--- config.mk ---
export PLATFORM = sky130hd
export DESIGN_NAME = waypoint_heading_follower_top
export DESIGN_NICKNAME = d
export VERILOG_FILES = /design/src/hw/rtl/wpf_pkg.sv /design/src/hw/rtl/waypoint_heading_follower_top.sv /design/src/hw/rtl/wpf_ram.sv /design/src/hw/rtl/wpf_cordic.sv
export SDC_FILE = /design/constraint.sdc
export NUM_CORES = 2
export LEC_CHECK = 0
export ABC_AREA = 1
export BUFFER_PORTS_ARGS = -buffer_cell sky130_fd_sc_hd__buf_2
export CORE_ASPECT_RATIO = 0.9
export CORE_UTILIZATION = 55
export CTS_CLUSTER_DIAMETER = 60
export DETAILED_ROUTE_END_ITERATION = 16
export PLACE_DENSITY = 0.71
export RECOVER_POWER = 25
export SYNTH_ARGS = -nofsm -noshare
export SYNTH_HDL_FRONTEND = slang
export SYNTH_SLANG_ARGS = --single-unit
--- constraint.sdc ---
create_clock -name clk -period 8.2 [get_ports clk]
set_clock_uncertainty 0.1 [all_clocks]
set_input_delay 2.46 -clock clk [delete_from_list [all_inputs] [get_ports clk]]
set_output_delay 2.46 -clock clk [all_outputs]
set_load 0.005 [all_outputs]
--- src/hw/rtl/wpf_pkg.sv ---
// Shared types, codes and constants of the waypoint heading follower.
// Depends on nothing; the top level, the CORDIC unit and the testbench import it.
package wpf_pkg;

    // Default sizes handed to the top level's parameters.
    localparam int ROUTE_DEPTH_DEF  = 64;
    localparam int CORDIC_STEPS_DEF = 16;

    // Width of the reported waypoint index, fixed by the result format.
    localparam int OUT_IDX_W = 7;

    // Register reset values.
    localparam logic [14:0] TURN_THR_RST     = 15'd3277;
    localparam logic [14:0] STRAIGHT_THR_RST = 15'd910;
    localparam logic [11:0] ARRIVE_RAD_RST   = 12'd50;

    typedef enum logic [1:0] {
        REG_TURN_THR     = 2'd0,
        REG_STRAIGHT_THR = 2'd1,
        REG_ARRIVE_RAD   = 2'd2
    } reg_idx_t;

    typedef enum logic [1:0] {
        KIND_APPEND = 2'd0,
        KIND_POSE   = 2'd1,
        KIND_CLEAR  = 2'd2
    } kind_t;

    typedef enum logic [2:0] {
        CMD_NONE        = 3'd0,
        CMD_FORWARD     = 3'd1,
        CMD_LEFT        = 3'd2,
        CMD_RIGHT       = 3'd3,
        CMD_FRONT_LEFT  = 3'd4,
        CMD_FRONT_RIGHT = 3'd5,
        CMD_STOP        = 3'd6
    } cmd_t;

    typedef enum logic [3:0] {
        S_IDLE,
        S_EXEC,
        S_DIFF,
        S_START,
        S_SQX,
        S_SQY,
        S_SQR,
        S_WAIT,
        S_DONE
    } state_t;

    typedef struct packed {
        logic [1:0]   kind;
        logic [15:0]  coord_x;
        logic [15:0]  coord_y;
        logic [15:0]  heading;
    } item_t;

    typedef struct packed {
        cmd_t                  command;
        logic                  arrived;
        logic                  route_done;
        logic [OUT_IDX_W-1:0]  waypoint_index;
        logic                  store_full;
    } result_t;

    // Arctangent of 2^-i as a 32-bit binary angle (2^31 equals pi).
    function automatic logic [31:0] wpf_atan(input logic [4:0] i);
        logic [31:0] r;
        case (i)
            5'd0:    r = 32'h20000000;
            5'd1:    r = 32'h12E4051D;
            5'd2:    r = 32'h09FB385B;
            5'd3:    r = 32'h051111D4;
            5'd4:    r = 32'h028B0D43;
            5'd5:    r = 32'h0145D7E1;
            5'd6:    r = 32'h00A2F61E;
            5'd7:    r = 32'h00517C55;
            5'd8:    r = 32'h0028BE53;
            5'd9:    r = 32'h00145F2F;
            5'd10:   r = 32'h000A2F98;
            5'd11:   r = 32'h000517CC;
            5'd12:   r = 32'h00028BE6;
            5'd13:   r = 32'h000145F3;
            5'd14:   r = 32'h0000A2F9;
            5'd15:   r = 32'h0000517C;
            5'd16:   r = 32'h000028BE;
            5'd17:   r = 32'h0000145F;
            5'd18:   r = 32'h00000A2F;
            5'd19:   r = 32'h00000517;
            5'd20:   r = 32'h0000028B;
            5'd21:   r = 32'h00000145;
            5'd22:   r = 32'h000000A2;
            5'd23:   r = 32'h00000051;
            default: r = 32'h00000000;
        endcase
        return r;
    endfunction

endpackage

--- src/hw/rtl/waypoint_heading_follower_top.sv ---
// Waypoint heading follower. Items arrive as beats on the item channel and each
// one yields exactly one beat on the result channel. An append or a clear, or a
// pose with no waypoint left, goes from S_EXEC straight to S_DONE, which loads
// its result into the output register. A pose with a waypoint to follow goes
// through S_DIFF, S_START, S_SQX, S_SQY, S_SQR and S_WAIT to S_DONE. A pose
// exactly on its waypoint skips the CORDIC steps. The iterative CORDIC unit
// resolves one bit of bearing per cycle while one shared 17x17 multiplier
// forms dx^2, dy^2 and the squared arrival radius.
// item_stall is high from acceptance until the result is placed in the output
// register; that register lets the next item be taken while a result waits.
// A result still held by a stalled receiver delays the next one.
// Configuration goes through the APB port; the user writes it only while idle.
// The block does not enforce this. Depends on wpf_pkg, wpf_ram and wpf_cordic.
module waypoint_heading_follower_top
    import wpf_pkg::*;
#(
    parameter int ROUTE_DEPTH  = ROUTE_DEPTH_DEF,
    parameter int CORDIC_STEPS = CORDIC_STEPS_DEF
) (
    input  logic         clk,
    input  logic         rst_n,
    input  logic         item_valid,
    output logic         item_stall,
    input  item_t        item,
    output logic         result_valid,
    input  logic         result_stall,
    output result_t      result,
    input  logic         psel,
    input  logic         penable,
    input  logic         pwrite,
    input  logic [3:0]   paddr,
    input  logic [31:0]  pwdata,
    output logic [31:0]  prdata,
    output logic         pready
);

    localparam int IDX_W  = $clog2(ROUTE_DEPTH + 1);
    localparam int ADDR_W = $clog2(ROUTE_DEPTH);

    state_t              state_reg, state_next;
    item_t               item_reg;
    logic [IDX_W-1:0]    count_reg;
    logic [IDX_W-1:0]    idx_reg;
    logic [14:0]         turn_thr_reg;
    logic [14:0]         straight_thr_reg;
    logic [11:0]         arrive_rad_reg;
    logic signed [16:0]  dx_reg, dy_reg;
    logic signed [33:0]  prod_reg;
    logic [33:0]         d2_reg;
    cmd_t                cmd_reg, cmd_next;
    logic                arrived_reg;
    logic                full_reg;
    logic                result_valid_reg;
    result_t             result_reg;

    logic                ram_we, ram_re;
    logic [31:0]         ram_rdata;
    logic                cordic_start, cordic_done;
    logic [15:0]         bearing;
    logic signed [16:0]  mul_a;
    logic                store_room;
    logic                has_target;
    logic                slot_free;
    logic                cfg_write;
    logic                arrive_now;

    assign store_room = count_reg < IDX_W'(ROUTE_DEPTH);
    assign has_target = idx_reg < count_reg;
    assign slot_free  = !result_valid_reg || !result_stall;
    assign cfg_write  = psel && penable && pwrite;

    wpf_ram #(
        .WIDTH (32),
        .DEPTH (ROUTE_DEPTH)
    ) u_route (
        .clk   (clk),
        .we    (ram_we),
        .waddr (count_reg[ADDR_W-1:0]),
        .wdata ({item_reg.coord_y, item_reg.coord_x}),
        .re    (ram_re),
        .raddr (idx_reg[ADDR_W-1:0]),
        .rdata (ram_rdata)
    );

    wpf_cordic #(
        .CORDIC_STEPS (CORDIC_STEPS)
    ) u_cordic (
        .clk     (clk),
        .rst_n   (rst_n),
        .start   (cordic_start),
        .dx      (dx_reg),
        .dy      (dy_reg),
        .done    (cordic_done),
        .bearing (bearing)
    );

    // Next state.
    always_comb
    begin
        state_next = state_reg;
        case (state_reg)
            S_IDLE:
            begin
                if (item_valid)
                begin
                    state_next = S_EXEC;
                end
            end
            S_EXEC:
            begin
                if (item_reg.kind == KIND_POSE && has_target)
                begin
                    state_next = S_DIFF;
                end
                else
                begin
                    state_next = S_DONE;
                end
            end
            S_DIFF:  state_next = S_START;
            S_START: state_next = S_SQX;
            S_SQX:   state_next = S_SQY;
            S_SQY:   state_next = S_SQR;
            S_SQR:   state_next = S_WAIT;
            S_WAIT:
            begin
                if (cordic_done)
                begin
                    state_next = S_DONE;
                end
            end
            S_DONE:
            begin
                if (slot_free)
                begin
                    state_next = S_IDLE;
                end
            end
            default: state_next = S_IDLE;
        endcase
    end

    // Control outputs of the sequencer.
    always_comb
    begin
        item_stall   = 1'b1;
        ram_we       = 1'b0;
        ram_re       = 1'b0;
        cordic_start = 1'b0;
        mul_a        = dx_reg;
        case (state_reg)
            S_IDLE:  item_stall = 1'b0;
            S_EXEC:
            begin
                ram_we = (item_reg.kind == KIND_APPEND) && store_room;
                ram_re = 1'b1;
            end
            S_START: cordic_start = 1'b1;
            S_SQX:   mul_a = dx_reg;
            S_SQY:   mul_a = dy_reg;
            // The squared radius is held while the CORDIC unit finishes.
            S_SQR, S_WAIT: mul_a = $signed({5'b0, arrive_rad_reg});
            default: mul_a = dx_reg;
        endcase
    end

    // Steering decision from the heading error, and the arrival test.
    always_comb
    begin
        logic [15:0]         err;
        logic signed [16:0]  err_ext;
        logic [16:0]         mag;
        err = item_reg.heading - bearing;
        err_ext = $signed({err[15], err});
        mag = err[15] ? 17'(-err_ext) : 17'(err_ext);
        if (mag > {2'b0, turn_thr_reg})
        begin
            cmd_next = err[15] ? CMD_LEFT : CMD_RIGHT;
        end
        else if (mag < {2'b0, straight_thr_reg})
        begin
            cmd_next = CMD_FORWARD;
        end
        else
        begin
            cmd_next = err[15] ? CMD_FRONT_LEFT : CMD_FRONT_RIGHT;
        end
        arrive_now = d2_reg < 34'(prod_reg);
        if (arrive_now)
        begin
            cmd_next = CMD_STOP;
        end
    end

    always_ff @(posedge clk or negedge rst_n)
    begin
        if (!rst_n)
        begin
            state_reg        <= S_IDLE;
            count_reg        <= '0;
            idx_reg          <= '0;
            result_valid_reg <= 1'b0;
            turn_thr_reg     <= TURN_THR_RST;
            straight_thr_reg <= STRAIGHT_THR_RST;
            arrive_rad_reg   <= ARRIVE_RAD_RST;
        end
        else
        begin
            state_reg <= state_next;
            if (cfg_write)
            begin
                case (paddr[3:2])
                    REG_TURN_THR:     turn_thr_reg     <= pwdata[14:0];
                    REG_STRAIGHT_THR: straight_thr_reg <= pwdata[14:0];
                    REG_ARRIVE_RAD:   arrive_rad_reg   <= pwdata[11:0];
                    default:          ;
                endcase
            end
            if (state_reg == S_EXEC)
            begin
                case (item_reg.kind)
                    KIND_APPEND:
                    begin
                        if (store_room)
                        begin
                            count_reg <= count_reg + 1'b1;
                        end
                    end
                    KIND_CLEAR:
                    begin
                        count_reg <= '0;
                        idx_reg   <= '0;
                    end
                    default: ;
                endcase
            end
            if (state_reg == S_WAIT && cordic_done && arrive_now)
            begin
                idx_reg <= idx_reg + 1'b1;
            end
            if (state_reg == S_DONE && slot_free)
            begin
                result_valid_reg <= 1'b1;
            end
            else if (!result_stall)
            begin
                result_valid_reg <= 1'b0;
            end
        end
    end

    always_ff @(posedge clk)
    begin
        if (state_reg == S_IDLE && item_valid)
        begin
            item_reg <= item;
        end
        if (state_reg == S_DIFF)
        begin
            dx_reg <= $signed({ram_rdata[15], ram_rdata[15:0]})
                    - $signed({item_reg.coord_x[15], item_reg.coord_x});
            dy_reg <= $signed({ram_rdata[31], ram_rdata[31:16]})
                    - $signed({item_reg.coord_y[15], item_reg.coord_y});
        end
        prod_reg <= mul_a * mul_a;
        // dx^2 lands in d2 during the dy^2 product, dy^2 is added during r^2.
        if (state_reg == S_SQY)
        begin
            d2_reg <= 34'(prod_reg);
        end
        else if (state_reg == S_SQR)
        begin
            d2_reg <= d2_reg + 34'(prod_reg);
        end
        if (state_reg == S_EXEC)
        begin
            cmd_reg     <= CMD_NONE;
            arrived_reg <= 1'b0;
            full_reg    <= (item_reg.kind == KIND_APPEND) && !store_room;
        end
        else if (state_reg == S_WAIT && cordic_done)
        begin
            cmd_reg     <= cmd_next;
            arrived_reg <= arrive_now;
        end
        if (state_reg == S_DONE && slot_free)
        begin
            result_reg.command        <= cmd_reg;
            result_reg.arrived        <= arrived_reg;
            result_reg.route_done     <= !has_target;
            result_reg.waypoint_index <= OUT_IDX_W'(idx_reg);
            result_reg.store_full     <= full_reg;
        end
    end

    always_comb
    begin
        case (paddr[3:2])
            REG_TURN_THR:     prdata = {17'b0, turn_thr_reg};
            REG_STRAIGHT_THR: prdata = {17'b0, straight_thr_reg};
            REG_ARRIVE_RAD:   prdata = {20'b0, arrive_rad_reg};
            default:          prdata = 32'b0;
        endcase
    end

    assign pready       = 1'b1;
    assign result_valid = result_valid_reg;
    assign result       = result_reg;

endmodule

--- src/hw/rtl/wpf_ram.sv ---
// Generic single-write, single-read RAM with a registered read port.
// Depends on nothing; holds the route of waypoints.
module wpf_ram #(
    parameter int WIDTH = 32,
    parameter int DEPTH = 64
) (
    input  logic                      clk,
    input  logic                      we,
    input  logic [$clog2(DEPTH)-1:0]  waddr,
    input  logic [WIDTH-1:0]          wdata,
    input  logic                      re,
    input  logic [$clog2(DEPTH)-1:0]  raddr,
    output logic [WIDTH-1:0]          rdata
);

    logic [WIDTH-1:0] mem [DEPTH];

    always_ff @(posedge clk)
    begin
        if (we)
        begin
            mem[waddr] <= wdata;
        end
        if (re)
        begin
            rdata <= mem[raddr];
        end
    end

endmodule

--- src/hw/rtl/wpf_cordic.sv ---
// Iterative CORDIC vectoring unit: bearing of (dx, dy) as a 16-bit binary angle.
// Depends on wpf_pkg for the arctangent table.
module wpf_cordic
    import wpf_pkg::*;
#(
    parameter int CORDIC_STEPS = CORDIC_STEPS_DEF
) (
    input  logic                clk,
    input  logic                rst_n,
    input  logic                start,
    input  logic signed [16:0]  dx,
    input  logic signed [16:0]  dy,
    output logic                done,
    output logic [15:0]         bearing
);

    localparam int STEP_W = $clog2(CORDIC_STEPS);

    logic signed [39:0]  x_reg, x_next;
    logic signed [39:0]  y_reg, y_next;
    logic [31:0]         acc_reg, acc_next;
    logic [STEP_W-1:0]   step_reg;
    logic                busy_reg;
    logic                done_reg;
    logic [31:0]         acc_round;

    always_comb
    begin
        logic signed [39:0] xs;
        logic signed [39:0] ys;
        logic signed [39:0] x0;
        logic signed [39:0] y0;
        logic [31:0]        ang;
        xs = x_reg >>> step_reg;
        ys = y_reg >>> step_reg;
        ang = wpf_atan(5'(step_reg));
        x0 = {{3{dx[16]}}, dx, 20'b0};
        y0 = {{3{dy[16]}}, dy, 20'b0};
        x_next = x_reg;
        y_next = y_reg;
        acc_next = acc_reg;
        if (start)
        begin
            // Fold the left half plane onto the right one before the steps.
            if (x0 < 0)
            begin
                if (y0 >= 0)
                begin
                    x_next = y0;
                    y_next = -x0;
                    acc_next = 32'h40000000;
                end
                else
                begin
                    x_next = -y0;
                    y_next = x0;
                    acc_next = 32'hC0000000;
                end
            end
            else
            begin
                x_next = x0;
                y_next = y0;
                acc_next = 32'h0;
            end
        end
        else if (busy_reg)
        begin
            if (y_reg >= 0)
            begin
                x_next = x_reg + ys;
                y_next = y_reg - xs;
                acc_next = acc_reg + ang;
            end
            else
            begin
                x_next = x_reg - ys;
                y_next = y_reg + xs;
                acc_next = acc_reg - ang;
            end
        end
    end

    always_ff @(posedge clk or negedge rst_n)
    begin
        if (!rst_n)
        begin
            busy_reg <= 1'b0;
            done_reg <= 1'b0;
            step_reg <= '0;
        end
        else if (start)
        begin
            step_reg <= '0;
            // A point on the waypoint itself has bearing zero and needs no steps.
            if (dx == 17'sd0 && dy == 17'sd0)
            begin
                busy_reg <= 1'b0;
                done_reg <= 1'b1;
            end
            else
            begin
                busy_reg <= 1'b1;
                done_reg <= 1'b0;
            end
        end
        else if (busy_reg)
        begin
            if (step_reg == STEP_W'(CORDIC_STEPS - 1))
            begin
                busy_reg <= 1'b0;
                done_reg <= 1'b1;
            end
            else
            begin
                step_reg <= step_reg + 1'b1;
            end
        end
    end

    always_ff @(posedge clk)
    begin
        if (start && dx == 17'sd0 && dy == 17'sd0)
        begin
            acc_reg <= 32'h0;
        end
        else
        begin
            acc_reg <= acc_next;
        end
        x_reg <= x_next;
        y_reg <= y_next;
    end

    assign acc_round = acc_reg + 32'h00008000;
    assign bearing   = acc_round[31:16];
    assign done      = done_reg;

endmodule

==> impl_metrics.toml <==
[logic_synthesis]
yosys.cell_types.count = 69
synth.avg_cell_area_um2 = 10.8
yosys_warnings = 0
syn_area_um2 = 124000
seq_area_frac_synth = 0.580
netlist_instances = 11500
ys_seq_elements = 2428
synthFlopType = "edfxtp_1"
synth_edf_count = 2292
async_reset_ff_frac = 0.0276

[worst_setup_path]
ff2ff_path_depth = 30
worstReg2RegEnd = "prod_reg[33]"
critPathBufInv = 7
crit_slowest_cell = "fa_1"
rr_startpoint = "state_reg[2]"
cp-start-kind = "flop"
worstPathArrival_ns = 8.23
max_stage_delay_ns = 0.58
cp.required_ns = 8.81
crit_type = "flop to flop"
cp_num_cells = 30
crit_path_max_fanout = 12
r2r_slack_ns = 0.58
cp_top_family = "adder cells"
critPathCaptureType = "flop"

[cells_and_area]
area_growth_pct = 9.62
final_cell_mix = "edfxtp_1 (2292), nor2_1 (1642), nand2_1 (1398)"
fin_cells = 14700
final_area_um2 = 136000
fill_cells = 17800
nets = 12200
layout_commonest_cell = "edfxtp_1"
drive_above_1_share = 0.0759
largest_reg_flops = 2048

[routing]
dr_wl_met2_um = 167000
routed_wl_um = 367000
vias_per_cell = 6.14
initialDrtViolationCount = 11700
drc_errors = 0
routedWlPerCell_um = 24.9
first_pass_iters = 8
vias = 90400
antenna_left = 0
wl_met3_um = 34400
highest_layer = "met5"
wl_met1_um = 144000

[clocking]
hold_buffers = 0
clock_latency_ns = 0.90
cts_sinks = 2428
clockRootBuffer = "clkbuf_16"
cts_made_buffers = 235
cts_max_path_buffers = 3
cts_max_level = 4
ctsResizeCount = 0
cts_setup_buffers = 0
cts_tree = "done"
clkSlewWorstSetupHoldPaths_ns = 0.06

[sta]
tns_ns = 0
hold_viol_final = 0
fmax_mhz = 131
fin_crit_ns = 7.62
rsz0062_at_grt = "no"
worst_pin_slew_ns = 4.25
finalCritPeriodShare = 0.929
finalSetupViolCount = 0
slew_violations = 1555
max-slew-margin-rel = -1.83

[status]
status = "finished, violations left"
violations = "max-capacitance violations, max-slew violations"

[global_routing]
track_usage = 0.319
grt_pass1_wl_um = 540000
gr-total-overflow = 0
antenna_found_initial = 21
grt_max_degree = 178
grt_pass1_vias = 86800

[die]
ios = 141
die-area_um2 = 227000
initial_core_util = 0.556
die_h_um = 452
std_cell_rows = 164
die_width_um = 503
core_area_um2 = 223000

[min_path]
min_path_cells = 0
hold-path-endpoint = "result[0]"
worstHoldStart = "full_reg"
hold_path.class = "flop to flop"

[placement]
hpwlAfterDp_um = 231000
dpl_cell_area_um2 = 128000
numPortBuffers = 103
gp_congestion = 0.972
place_inst = 14300

[run]
drv_cap = 28
[logic make-up (layout without fill, tap and decap cells)]
group	after synthesis	after routing	synth area share
AOI/OAI and AO/OA	2349	2349	0.119
xor gates and xnor gates	240	240	0.0170
adders and majority gates	632	632	0.0801
buffers and inverters	1581	1761	0.0511
DFF	2428	2428	0.580
muxes	193	193	0.0156
other	2	26	0.0000606
and+or+nand+nor	4101	4101	0.137
[worst register-to-register path: cells and delay by family (launching register included)]
kind            cells  cell delay [ns]
compound gates      6             1.84
fa+ha+maj           7             3.44
buf+inv             7             0.63
flops               1             0.37
simple gates       10             1.03
[cell type report]
cell class,instances,area [um2],area share
antenna,8,20.0,0.000147
sequential,2428,71900,0.529
tap,2988,3740,0.0275
multi-input combinational,7533,46400,0.341
clock inverter,161,1800,0.0132
inverter,990,3740,0.0275
timing repair buffer,324,2190,0.0161
clock buffer,286,6160,0.0453
[layer usage]
metal  GRT usage  vias up
met1       0.429    44100
li1            -    41000
met2       0.503     4533
met5           0        -
met4       0.160       12
met3      0.0532      806
[synthesized netlist by cell type (all sizes together), types with 63 or more instances]
library cell  number  area (um2)
nand4             63         394
nor2            1740        6630
inv              981        3690
buf              177        1060
nand3            703        3570
a31oi             85         532
dfxtp             69        1380
xnor2             96         841
o211ai           100         751
xor2             144        1260
o221ai           213        1870
a21oi            520        2600
o32ai            320        2800
fa               270        5410
ha               362        4530
edfxtp          2292       68800
clkbuf           414        1550
o21ai            919        4630
nand2           1457        5620
mux2i            193        1930
nor3              63         340
[stage by stage]
step	util	hold slack, ns	setup slack (ns)
6_report	0.609	0.237	0.579
5_1_grt	0.609	0.257	0.0567
4_1_cts	0.610	0.248	0.540
3_5_place_dp	0.574	0.315	0.618
3_3_place_gp	0.574	0.308	0.562
2_1_floorplan	-	0.300	1.32
[worst max path at each step]
stage                      start      endpoint  slack [ns]
floorplan           state_reg[0]  prod_reg[33]        1.32
global placement    state_reg[3]  prod_reg[33]        0.56
detailed placement  state_reg[3]  prod_reg[33]        0.62
CTS                 state_reg[0]  prod_reg[33]        0.54
global route        state_reg[2]  prod_reg[33]        0.06
finish              state_reg[2]  prod_reg[33]        0.58
Power is left out: the tool's default activity adds up to more than one toggle a clock period on the data nets, which glitch-free logic cannot reach.
